===== src/hdl/pbrd_pkg.sv =====
`timescale 1ns / 1ps
`default_nettype none

package pbrd_pkg;

   localparam int BYTE_W          = 8;
   localparam int PIXEL_W         = 16;
   localparam int COL_W           = 10;
   localparam int ROW_W           = 10;
   localparam int CSR_W           = 11;
   localparam int CSR_INDEX_W     = 1;
   localparam int RUN_PIX_W       = 6;
   localparam int BYTES_PER_PIXEL = 3;
   localparam int MAX_RUN_PIXELS  = 43;

   localparam logic [CSR_INDEX_W-1:0] CFG_ROW_PIXELS = 1'b0;
   localparam logic [CSR_INDEX_W-1:0] CFG_FRAME_ROWS = 1'b1;

   localparam logic [CSR_W-1:0] ROW_PIXELS_RESET = 11'd320;
   localparam logic [CSR_W-1:0] FRAME_ROWS_RESET = 11'd240;

   // a repeat header n gives 1-n copies, i.e. 257-n for the unsigned byte
   localparam logic [BYTE_W:0] REPEAT_LEN_BASE = 9'd257;

   typedef enum logic [1:0] {
      PH_HEADER,
      PH_LITERAL,
      PH_REPEAT
   } phase_type;

   typedef enum logic [0:0] {
      ST_IDLE,
      ST_REPEAT
   } ctrl_state_type;

   typedef struct packed {
      logic take;
      logic step;
   } dp_cmd_type;

   typedef struct packed {
      logic out_free;
      logic repeat_next;
      logic run_last;
   } dp_status_type;

endpackage

`default_nettype wire


===== src/hdl/pbrd_ctrl.sv =====
`timescale 1ns / 1ps
`default_nettype none

module pbrd_ctrl (
   input  wire logic                   clock,
   input  wire logic                   reset,
   input  wire logic                   req_valid,
   output logic                        req_stall,
   input  wire pbrd_pkg::dp_status_type status,
   output pbrd_pkg::dp_cmd_type        cmd
);

   pbrd_pkg::ctrl_state_type state_ff, state_in;

   always_ff @(posedge clock) begin
      if (reset) begin
         state_ff <= pbrd_pkg::ST_IDLE;
      end else begin
         state_ff <= state_in;
      end
   end

   always_comb begin
      state_in = state_ff;
      unique case (state_ff)
         pbrd_pkg::ST_IDLE: begin
            if (req_valid && status.out_free && status.repeat_next) begin
               state_in = pbrd_pkg::ST_REPEAT;
            end
         end
         pbrd_pkg::ST_REPEAT: begin
            if (status.out_free && status.run_last) begin
               state_in = pbrd_pkg::ST_IDLE;
            end
         end
      endcase
   end

   always_comb begin
      cmd.take  = (state_ff == pbrd_pkg::ST_IDLE) && req_valid && status.out_free;
      cmd.step  = (state_ff == pbrd_pkg::ST_REPEAT) && status.out_free;
      req_stall = !((state_ff == pbrd_pkg::ST_IDLE) && status.out_free);
   end

endmodule

`default_nettype wire


===== src/hdl/pbrd_datapath.sv =====
`timescale 1ns / 1ps
`default_nettype none

module pbrd_datapath #(
   parameter int MAX_ROW_PIXELS = 1024,
   parameter int MAX_FRAME_ROWS = 1024
) (
   input  wire logic                                  clock,
   input  wire logic                                  reset,
   input  wire pbrd_pkg::dp_cmd_type                  cmd,
   output pbrd_pkg::dp_status_type                    status,
   input  wire logic [$clog2(MAX_ROW_PIXELS+1)-1:0]   row_pixels,
   input  wire logic [$clog2(MAX_FRAME_ROWS+1)-1:0]   frame_rows,
   input  wire logic [pbrd_pkg::BYTE_W-1:0]           req_stream_byte,
   input  wire logic                                  req_frame_start,
   output logic                                       rsp_valid,
   input  wire logic                                  rsp_stall,
   output logic [pbrd_pkg::PIXEL_W-1:0]               rsp_pixel,
   output logic [pbrd_pkg::COL_W-1:0]                 rsp_column,
   output logic [pbrd_pkg::ROW_W-1:0]                 rsp_row_index,
   output logic                                       rsp_row_end,
   output logic                                       rsp_frame_end,
   output logic                                       rsp_last_of_run
);

   localparam int EW = $clog2(MAX_ROW_PIXELS + 1);
   localparam int FW = $clog2(MAX_FRAME_ROWS + 1);
   localparam int CW = $clog2(MAX_ROW_PIXELS);
   localparam int RW = $clog2(MAX_FRAME_ROWS);
   localparam int BW = $clog2(pbrd_pkg::BYTES_PER_PIXEL * MAX_ROW_PIXELS + 1);
   localparam int BYW = pbrd_pkg::BYTE_W;

   pbrd_pkg::phase_type               phase_ff, phase_in;
   logic [BYW-1:0]                    bytes_left_ff, bytes_left_in;
   logic [2*BYW-1:0]                  held_ff, held_in;
   logic [1:0]                        comp_ff, comp_in;
   logic [BW-1:0]                     byte_col_ff, byte_col_in;
   logic [CW-1:0]                     pix_col_ff, pix_col_in;
   logic [RW-1:0]                     row_ff, row_in;
   logic [BYW-1:0]                    run_byte_ff, run_byte_in;
   logic [BYW-1:0]                    run_count_ff, run_count_in;
   logic [pbrd_pkg::RUN_PIX_W-1:0]    run_pix_ff, run_pix_in;

   logic                              rsp_valid_ff, rsp_valid_in;
   logic [pbrd_pkg::PIXEL_W-1:0]      rsp_pixel_ff, rsp_pixel_in;
   logic [pbrd_pkg::COL_W-1:0]        rsp_column_ff, rsp_column_in;
   logic [pbrd_pkg::ROW_W-1:0]        rsp_row_index_ff, rsp_row_index_in;
   logic                              rsp_row_end_ff, rsp_row_end_in;
   logic                              rsp_frame_end_ff, rsp_frame_end_in;
   logic                              rsp_last_ff, rsp_last_in;

   logic [BYW-1:0]                    data_byte;
   logic [BW-1:0]                     row_bytes;
   logic                              out_free;
   logic                              data_go;
   logic                              literal_go;
   logic                              emit;
   logic                              run_last;

   assign out_free  = !rsp_valid_ff || !rsp_stall;
   assign data_byte = cmd.step ? run_byte_ff : req_stream_byte;
   assign row_bytes = BW'(row_pixels) * BW'(pbrd_pkg::BYTES_PER_PIXEL);

   // a run step is its last when its byte is the final copy, or when it completes a
   // pixel after which the row or the pixel cap leaves nothing more to give
   assign run_last = (run_count_ff <= BYW'(1))
      || ((comp_ff == 2'd2) && (byte_col_ff < row_bytes)
         && ((byte_col_ff + BW'(1) >= row_bytes)
            || (EW'(pix_col_ff) + EW'(1) >= row_pixels)
            || (run_pix_ff == pbrd_pkg::RUN_PIX_W'(pbrd_pkg::MAX_RUN_PIXELS - 1))));

   always_comb begin
      phase_in         = phase_ff;
      bytes_left_in    = bytes_left_ff;
      held_in          = held_ff;
      comp_in          = comp_ff;
      byte_col_in      = byte_col_ff;
      pix_col_in       = pix_col_ff;
      row_in           = row_ff;
      run_byte_in      = run_byte_ff;
      run_count_in     = run_count_ff;
      run_pix_in       = run_pix_ff;
      rsp_pixel_in     = rsp_pixel_ff;
      rsp_column_in    = rsp_column_ff;
      rsp_row_index_in = rsp_row_index_ff;
      rsp_row_end_in   = 1'b0;
      rsp_frame_end_in = 1'b0;
      rsp_last_in      = 1'b0;
      data_go          = 1'b0;
      literal_go       = 1'b0;
      emit             = 1'b0;

      if (cmd.take && req_frame_start) begin
         phase_in      = pbrd_pkg::PH_HEADER;
         bytes_left_in = '0;
         held_in       = '0;
         comp_in       = '0;
         byte_col_in   = '0;
         pix_col_in    = '0;
         row_in        = '0;
      end

      if (cmd.take) begin
         unique case (phase_in)
            pbrd_pkg::PH_HEADER: begin
               // close a row that ran out or was cut short by a smaller row size
               if ((byte_col_in >= row_bytes) || (EW'(pix_col_in) >= row_pixels)) begin
                  if (pix_col_in != '0) begin
                     if (FW'(row_in) + FW'(1) >= frame_rows) begin
                        row_in = '0;
                     end else begin
                        row_in = row_in + RW'(1);
                     end
                  end
                  byte_col_in = '0;
                  pix_col_in  = '0;
                  comp_in     = '0;
                  held_in     = '0;
               end
               if (!data_byte[BYW-1]) begin
                  phase_in      = pbrd_pkg::PH_LITERAL;
                  bytes_left_in = data_byte + BYW'(1);
               end else begin
                  phase_in      = pbrd_pkg::PH_REPEAT;
                  bytes_left_in = BYW'(pbrd_pkg::REPEAT_LEN_BASE - {1'b0, data_byte});
               end
            end
            pbrd_pkg::PH_LITERAL: begin
               data_go    = 1'b1;
               literal_go = 1'b1;
            end
            default: begin
               run_byte_in  = data_byte;
               run_count_in = bytes_left_in;
               run_pix_in   = '0;
            end
         endcase
      end

      if (cmd.step) begin
         data_go = 1'b1;
      end

      // one data byte into the current pixel
      if (data_go && (byte_col_in < row_bytes)) begin
         byte_col_in = byte_col_in + BW'(1);
         unique case (comp_in)
            2'd0: begin
               held_in[2*BYW-1:BYW] = data_byte;
               comp_in = 2'd1;
            end
            2'd1: begin
               held_in[BYW-1:0] = data_byte;
               comp_in = 2'd2;
            end
            default: begin
               emit             = 1'b1;
               rsp_pixel_in     = {held_in[15:11], held_in[7:2], data_byte[7:3]};
               rsp_column_in    = pbrd_pkg::COL_W'(pix_col_in);
               rsp_row_index_in = pbrd_pkg::ROW_W'(row_in);
               rsp_row_end_in   = (EW'(pix_col_in) + EW'(1) >= row_pixels);
               comp_in          = '0;
               held_in          = '0;
               if (rsp_row_end_in) begin
                  if (FW'(row_in) + FW'(1) >= frame_rows) begin
                     row_in           = '0;
                     rsp_frame_end_in = 1'b1;
                  end else begin
                     row_in = row_in + RW'(1);
                  end
                  pix_col_in = '0;
               end else begin
                  pix_col_in = pix_col_in + CW'(1);
               end
            end
         endcase
      end

      if (literal_go) begin
         if (bytes_left_in != '0) begin
            bytes_left_in = bytes_left_in - BYW'(1);
         end
         if (bytes_left_in == '0) begin
            phase_in = pbrd_pkg::PH_HEADER;
         end
      end

      // a pixel is last if it is from a literal, the row ends, the row's bytes
      // are used up, fewer than a pixel's bytes remain, or the run pixel cap is reached
      if (cmd.take) begin
         rsp_last_in = 1'b1;
      end else begin
         rsp_last_in = rsp_row_end_in
            || (byte_col_in >= row_bytes)
            || (run_count_ff <= BYW'(pbrd_pkg::BYTES_PER_PIXEL))
            || (run_pix_ff == pbrd_pkg::RUN_PIX_W'(pbrd_pkg::MAX_RUN_PIXELS - 1));
      end

      if (cmd.step) begin
         if (run_count_ff != '0) begin
            run_count_in = run_count_ff - BYW'(1);
         end
         if (emit) begin
            run_pix_in = run_pix_ff + pbrd_pkg::RUN_PIX_W'(1);
         end
         if (run_last) begin
            phase_in      = pbrd_pkg::PH_HEADER;
            bytes_left_in = '0;
         end
      end

      if (emit) begin
         rsp_valid_in = 1'b1;
      end else begin
         rsp_valid_in = rsp_valid_ff && rsp_stall;
      end
   end

   always_ff @(posedge clock) begin
      if (reset) begin
         phase_ff      <= pbrd_pkg::PH_HEADER;
         bytes_left_ff <= '0;
         held_ff       <= '0;
         comp_ff       <= '0;
         byte_col_ff   <= '0;
         pix_col_ff    <= '0;
         row_ff        <= '0;
         run_count_ff  <= '0;
         run_pix_ff    <= '0;
         rsp_valid_ff  <= 1'b0;
      end else begin
         phase_ff      <= phase_in;
         bytes_left_ff <= bytes_left_in;
         held_ff       <= held_in;
         comp_ff       <= comp_in;
         byte_col_ff   <= byte_col_in;
         pix_col_ff    <= pix_col_in;
         row_ff        <= row_in;
         run_count_ff  <= run_count_in;
         run_pix_ff    <= run_pix_in;
         rsp_valid_ff  <= rsp_valid_in;
      end
   end

   always_ff @(posedge clock) begin
      run_byte_ff <= run_byte_in;
      if (emit) begin
         rsp_pixel_ff     <= rsp_pixel_in;
         rsp_column_ff    <= rsp_column_in;
         rsp_row_index_ff <= rsp_row_index_in;
         rsp_row_end_ff   <= rsp_row_end_in;
         rsp_frame_end_ff <= rsp_frame_end_in;
         rsp_last_ff      <= rsp_last_in;
      end
   end

   always_comb begin
      status.out_free    = out_free;
      status.repeat_next = !req_frame_start
         && (phase_ff != pbrd_pkg::PH_HEADER)
         && (phase_ff != pbrd_pkg::PH_LITERAL);
      status.run_last    = run_last;
   end

   assign rsp_valid       = rsp_valid_ff;
   assign rsp_pixel       = rsp_pixel_ff;
   assign rsp_column      = rsp_column_ff;
   assign rsp_row_index   = rsp_row_index_ff;
   assign rsp_row_end     = rsp_row_end_ff;
   assign rsp_frame_end   = rsp_frame_end_ff;
   assign rsp_last_of_run = rsp_last_ff;

endmodule

`default_nettype wire


===== src/hdl/packbits_rgb_row_decoder.sv =====
// PackBits RGB888 row decoder with RGB565 pixel output.
// Input channel (req_): one compressed byte per item, with req_frame_start
// restarting decoding at row 0, column 0 before that byte is used.
// Result channel (rsp_): one RGB565 pixel per item with its column, row and
// row/frame/run end flags. Config port (csr_): row_pixels at index 0,
// frame_rows at index 1, to be written only while the block is idle, which
// the block does not check. Timing with rsp_ free: header and literal bytes
// are taken one per cycle; a literal byte that completes a pixel shows it on
// rsp_ in the next cycle. After a repeat byte is taken, one copied byte per
// cycle (up to 129) goes through the byte unpack step, ending early once the
// row's bytes are used up or at the 43rd pixel; input is stalled meanwhile.
// Each pixel of a run leaves the cycle after the byte that completes it.
// Reset: row_pixels=320, frame_rows=240, decoding at row 0, column 0,
// waiting for a header; no result is pending.
// Receiver stall: the output register holds its pixel; no byte is taken or
// unpacked until that pixel is accepted.
`timescale 1ns / 1ps
`default_nettype none

module packbits_rgb_row_decoder #(
   parameter int MAX_ROW_PIXELS = 1024,
   parameter int MAX_FRAME_ROWS = 1024
) (
   input  wire logic                                 clock,
   input  wire logic                                 reset,
   input  wire logic                                 req_valid,
   output logic                                      req_stall,
   input  wire logic [pbrd_pkg::BYTE_W-1:0]          req_stream_byte,
   input  wire logic                                 req_frame_start,
   output logic                                      rsp_valid,
   input  wire logic                                 rsp_stall,
   output logic [pbrd_pkg::PIXEL_W-1:0]              rsp_pixel,
   output logic [pbrd_pkg::COL_W-1:0]                rsp_column,
   output logic [pbrd_pkg::ROW_W-1:0]                rsp_row_index,
   output logic                                      rsp_row_end,
   output logic                                      rsp_frame_end,
   output logic                                      rsp_last_of_run,
   input  wire logic                                 csr_write_enable,
   input  wire logic [pbrd_pkg::CSR_INDEX_W-1:0]     csr_index,
   input  wire logic [pbrd_pkg::CSR_W-1:0]           csr_write_data
);

   localparam int EW = $clog2(MAX_ROW_PIXELS + 1);
   localparam int FW = $clog2(MAX_FRAME_ROWS + 1);

   logic [pbrd_pkg::CSR_W-1:0] row_pixels_ff, row_pixels_in;
   logic [pbrd_pkg::CSR_W-1:0] frame_rows_ff, frame_rows_in;
   logic [EW-1:0]              eff_row_pixels;
   logic [FW-1:0]              eff_frame_rows;

   pbrd_pkg::dp_cmd_type       cmd;
   pbrd_pkg::dp_status_type    status;

   always_comb begin
      row_pixels_in = row_pixels_ff;
      frame_rows_in = frame_rows_ff;
      if (csr_write_enable) begin
         unique case (csr_index)
            pbrd_pkg::CFG_ROW_PIXELS: row_pixels_in = csr_write_data;
            pbrd_pkg::CFG_FRAME_ROWS: frame_rows_in = csr_write_data;
         endcase
      end
   end

   always_ff @(posedge clock) begin
      if (reset) begin
         row_pixels_ff <= pbrd_pkg::ROW_PIXELS_RESET;
         frame_rows_ff <= pbrd_pkg::FRAME_ROWS_RESET;
      end else begin
         row_pixels_ff <= row_pixels_in;
         frame_rows_ff <= frame_rows_in;
      end
   end

   // zero acts as one, oversize values saturate at the maximum
   always_comb begin
      if (row_pixels_ff == '0) begin
         eff_row_pixels = EW'(1);
      end else if (32'(row_pixels_ff) > 32'(MAX_ROW_PIXELS)) begin
         eff_row_pixels = EW'(MAX_ROW_PIXELS);
      end else begin
         eff_row_pixels = EW'(row_pixels_ff);
      end
      if (frame_rows_ff == '0) begin
         eff_frame_rows = FW'(1);
      end else if (32'(frame_rows_ff) > 32'(MAX_FRAME_ROWS)) begin
         eff_frame_rows = FW'(MAX_FRAME_ROWS);
      end else begin
         eff_frame_rows = FW'(frame_rows_ff);
      end
   end

   pbrd_ctrl u_ctrl (
      .clock     (clock),
      .reset     (reset),
      .req_valid (req_valid),
      .req_stall (req_stall),
      .status    (status),
      .cmd       (cmd)
   );

   pbrd_datapath #(
      .MAX_ROW_PIXELS (MAX_ROW_PIXELS),
      .MAX_FRAME_ROWS (MAX_FRAME_ROWS)
   ) u_datapath (
      .clock           (clock),
      .reset           (reset),
      .cmd             (cmd),
      .status          (status),
      .row_pixels      (eff_row_pixels),
      .frame_rows      (eff_frame_rows),
      .req_stream_byte (req_stream_byte),
      .req_frame_start (req_frame_start),
      .rsp_valid       (rsp_valid),
      .rsp_stall       (rsp_stall),
      .rsp_pixel       (rsp_pixel),
      .rsp_column      (rsp_column),
      .rsp_row_index   (rsp_row_index),
      .rsp_row_end     (rsp_row_end),
      .rsp_frame_end   (rsp_frame_end),
      .rsp_last_of_run (rsp_last_of_run)
   );

`ifndef SYNTHESIS
   frame_end_is_row_end: assert property (@(posedge clock) disable iff (reset)
      rsp_valid && rsp_frame_end |-> rsp_row_end)
      else $error("frame end without row end");

   row_end_closes_run: assert property (@(posedge clock) disable iff (reset)
      rsp_valid && rsp_row_end |-> rsp_last_of_run)
      else $error("row end pixel not marked as last of its run");

   input_only_when_output_free: assert property (@(posedge clock) disable iff (reset)
      !req_stall |-> (!rsp_valid || !rsp_stall))
      else $error("input taken while a stalled pixel is pending");
`endif

endmodule

`default_nettype wire


===== config.mk =====
export PLATFORM = sky130hd
export DESIGN_NAME = packbits_rgb_row_decoder
export DESIGN_NICKNAME = d
export VERILOG_FILES = /design/src/hdl/pbrd_pkg.sv /design/src/hdl/pbrd_ctrl.sv /design/src/hdl/pbrd_datapath.sv /design/src/hdl/packbits_rgb_row_decoder.sv
export SDC_FILE = /design/constraint.sdc
export NUM_CORES = 1
export LEC_CHECK = 0
export BUFFER_PORTS_ARGS = -buffer_cell sky130_fd_sc_hd__buf_2
export CAP_MARGIN = 0
export CORE_MARGIN = 8
export CORE_UTILIZATION = 25
export CTS_BUF_LIST = sky130_fd_sc_hd__clkbuf_16
export DETAILED_ROUTE_END_ITERATION = 12
export SLEW_MARGIN = 20
export SYNTH_ARGS = -nofsm -noshare
export SYNTH_HDL_FRONTEND = slang
export SYNTH_SLANG_ARGS = --single-unit
export TNS_END_PERCENT = 10

===== constraint.sdc =====
create_clock -name clock -period 7.56 [get_ports clock]
set_input_delay 0 -clock clock [delete_from_list [all_inputs] [get_ports clock]]
set_output_delay 0 -clock clock [all_outputs]
set_load 0.05 [all_outputs]

==> qor.yml <==
power_and_ir_drop:
  pwr_density_cell_mw_per_mm2: 156
  p_leak_nw: 5.32
  vdd_drop_max_uv: 143
global_routing:
  grt_first_pass_wirelength_um: 50000
  grt_max_degree: 74
  grt_antenna_before_repair: 0
  grt-ovfl-total: 0
  track_usage_pct: 12.5
  grt_pass1_vias: 9302
timing:
  fin_worst_skew_ns: 0.00954
  final-max-slew-violation-count: 0
  setup-violations-final: 0
  final_hold_viol_count: 0
  fmax_mhz: 135
  rsz0062_at_grt: "yes"
  whs_ns: 0.0388
  fin_setup_tns_ns: 0
  min_period_over_period_pct: 97.7
  min_period_ns: 7.38
  setup_slack_ns: 0.176
  worstMarginPinSlew_ns: 1.07
  slew_headroom_pct: 28.0
setup_path:
  crit_fanout: 6
  r2r_slack_ns: 0.18
  reg2reg_to: "u_datapath.rsp_last_of_run"
  critPathRequiredTime_ns: 7.75
  crit_path_end_kind: "flop"
  cp_num_cells: 38
  path_class: "reg2reg"
  cp.arrival_ns: 7.58
  cpPeakStageDelay_ns: 0.37
  cp_common_cell: "a21oi_2"
  cp-start-kind: "flop"
  crit_buf_inv: 1
  r2r_start: "row_pixels_ff[8]"
  ff2ff_path_depth: 38
  crit_family: "compound AO/OA/AOI/OAI gates"
  slowest_stage: "a311o_1"
die:
  initial_core_util_pct: 25.2
  die_area_mm2: 0.0489
  rows: 75
  die_w_um: 221
  io_pins: 67
  coreArea_mm2: 0.0418
  die_height_um: 221
cts:
  clock_latency_ns: 0.45
  cts_tree: "yes"
  root_buffer: "clkbuf_16"
  clock-sinks: 140
  htreeDepth: 4
  cts_buffer_depth: 2
  path_clk_slew_ns: 0.07
  cts_buffers: 17
final_layout:
  multi_input_area_mm2: 0.00720
  drive_above_1_share_pct: 18.6
  fill_cells: 4339
  area_growth_pct: 22.3
  n_antenna_cell: 0
  nets: 1517
  seq_area_mm2: 0.00329
  post-route-util_pct: 30.9
synthesis:
  synth_compound_area_share_pct: 18.0
  yosysTopAreaCellShare_pct: 17.7
  yosysUniqueCellTypes: 91
  synth_nets: 1410
  ys_seq_area_share_pct: 31.1
  synth_area_leaders: "dfxtp_1 18%, ha_1 14%, edfxtp_1 13%"
  synth-edff-count: 47
  yosys.area_share.xor_xnor_pct: 6.38
  postSynth.asyncResetShare_pct: 0
  syn_inst: 1263
  avgSynthCellArea_um2: 8.34
  ys_ff_latch: 140
  synth_top_area_cell: "dfxtp_1"
  syn_area_mm2: 0.0105
  synth.mux.area_fraction_pct: 1.57
  synth_fa_ha_area_share_pct: 15.1
  synth_top_family_by_area: "simple AND/OR/NAND/NOR gates"
  ys_warn_count: 0
  synthSimpleGateAreaFrac_pct: 23.9
  yosysMostFrequentCell: "nand2_1"
  synth.cells.most_frequent: "168 x nand2_1, 120 x ha_1, 117 x nor2_1"
  synthFlopType: "dfxtp_1"
routing:
  drt_pass1_iterations: 5
  initialDrtViolationCount: 927
  wl_um: 31300
  vias: 9604
  drc: 0
  ant_nets: 0
  via_per_inst: 5.00
  wl_per_cell_um: 16.3
placement:
  place_ws_ns: -0.0985
  gp_congestion: 0.865
  hpwlAfterDp_um: 23300
  port_buffers: 66
min_path:
  hold_path_depth: 3
  hold_start: "req_stream_byte[1]"
  hold_end: "u_datapath.run_byte_ff[1]"
  min_path_type: "in2reg"
flow_run:
  maxCapViolCount: 0
outcome:
  status: "finished, final reports clean"
[registers in the layout, indices dropped and copies added, names as in the netlist]
register and flops:
u_datapath.byte_col_ff 12, row_pixels_ff 11, u_datapath.bytes_left_ff 8, u_datapath.row_ff 10
u_ctrl.state_ff 1, u_datapath.run_count_ff 8, u_datapath.rsp_valid 1, u_datapath.rsp_frame_end 1
u_datapath.rsp_column 10, u_datapath.rsp_row_end 1, u_datapath.rsp_pixel 16, frame_rows_ff 11
u_datapath.phase_ff 2, u_datapath.rsp_last_of_run 1, u_datapath.run_byte_ff 8, u_datapath.comp_ff 2
u_datapath.pix_col_ff 10, u_datapath.run_pix_ff 6, u_datapath.rsp_row_index 10, u_datapath.held_ff 11
[worst register-to-register path, delay by kind of cell, from the launching register on]
kind | cells | cell delay, ns
compound gates | 20 | 3.55
mux | 3 | 0.51
fa+ha+maj | 4 | 1.04
xor+xnor | 1 | 0.20
buf+inv | 1 | 0.08
flops | 1 | 0.36
simple gates | 9 | 1.41
[through the flow]
stage	instance area [um2]	power (mW)	instances
5_1_grt	12900	2.10	1922
2_1_floorplan	10600	1.04	1263
3_3_place_gp	11700	1.13	1864
4_1_cts	12500	2.00	1910
6_report	12900	2.01	1922
3_5_place_dp	11700	1.14	1864
[cell usage in the layout (no fill, tap or decap), types with 25 or more instances in the layout]
cell type    n
a21o_1      29
a21oi_1     79
and2_1      27
and3_1      25
buf_2       66
buf_4       59
dfxtp_1     83
edfxtp_1    47
ha_1       111
inv_1       44
nand2_1    164
nand3_1     41
nor2_1     113
nor3_1      29
o21ai_0     37
xnor2_1     54
[where the power goes]
group,switching (mW),internal [mW]
Clock,0.359,0.490
Sequential,0.0125,0.788
Combinational,0.216,0.146
Total,0.588,1.42
[repair_timing]
action | 4_1_cts | 5_1_grt
hold endpoints to repair | 23 | 0
hold buffers | 14 | 0
endpoints found under the setup margin | 2 | 11
pin swaps | 4 | 52
setup buffers | 0 | 12
resized for setup | 3 | 69
[kinds of logic (layout without fill, tap and decap cells)]
| group | Yosys count | after routing |
|---|---|---|
| muxes | 16 | 16 |
| adders and majority gates | 128 | 128 |
| and+or+nand+nor | 516 | 516 |
| DFF | 140 | 140 |
| AOI/OAI and AO/OA | 283 | 283 |
| buffers and inverters | 105 | 225 |
| xor gates and xnor gates | 75 | 75 |
[area by class of cell]
class                      instances  area share [%]
tap                              539            5.23
clock buffer                      17            3.30
sequential                       140            25.5
inverter                          52            1.53
clock inverter                    15            1.24
timing repair buffer             141            7.26
multi-input combinational       1018            55.9
[worst max-delay path by stage]
stage,from,endpoint
after floorplan,row_pixels_ff[6],u_datapath.rsp_last_of_run
after global placement,row_pixels_ff[6],u_datapath.rsp_last_of_run
after detailed placement,row_pixels_ff[6],u_datapath.rsp_last_of_run
after CTS,row_pixels_ff[3],u_datapath.rsp_last_of_run
after global routing,row_pixels_ff[8],u_datapath.rsp_last_of_run
final,row_pixels_ff[8],u_datapath.rsp_last_of_run
[per-layer routing]
layer	wire [um]	share of wire (%)	up-vias	track usage, %
li1	-	-	4736	-
met1	15100	48	4555	16.9
met2	14000	45	282	19.9
met3	1730	5.5	31	2.72
met4	444	1.4	0	3.42
met5	0	0	-	0
(Power assumes the default switching activity.)
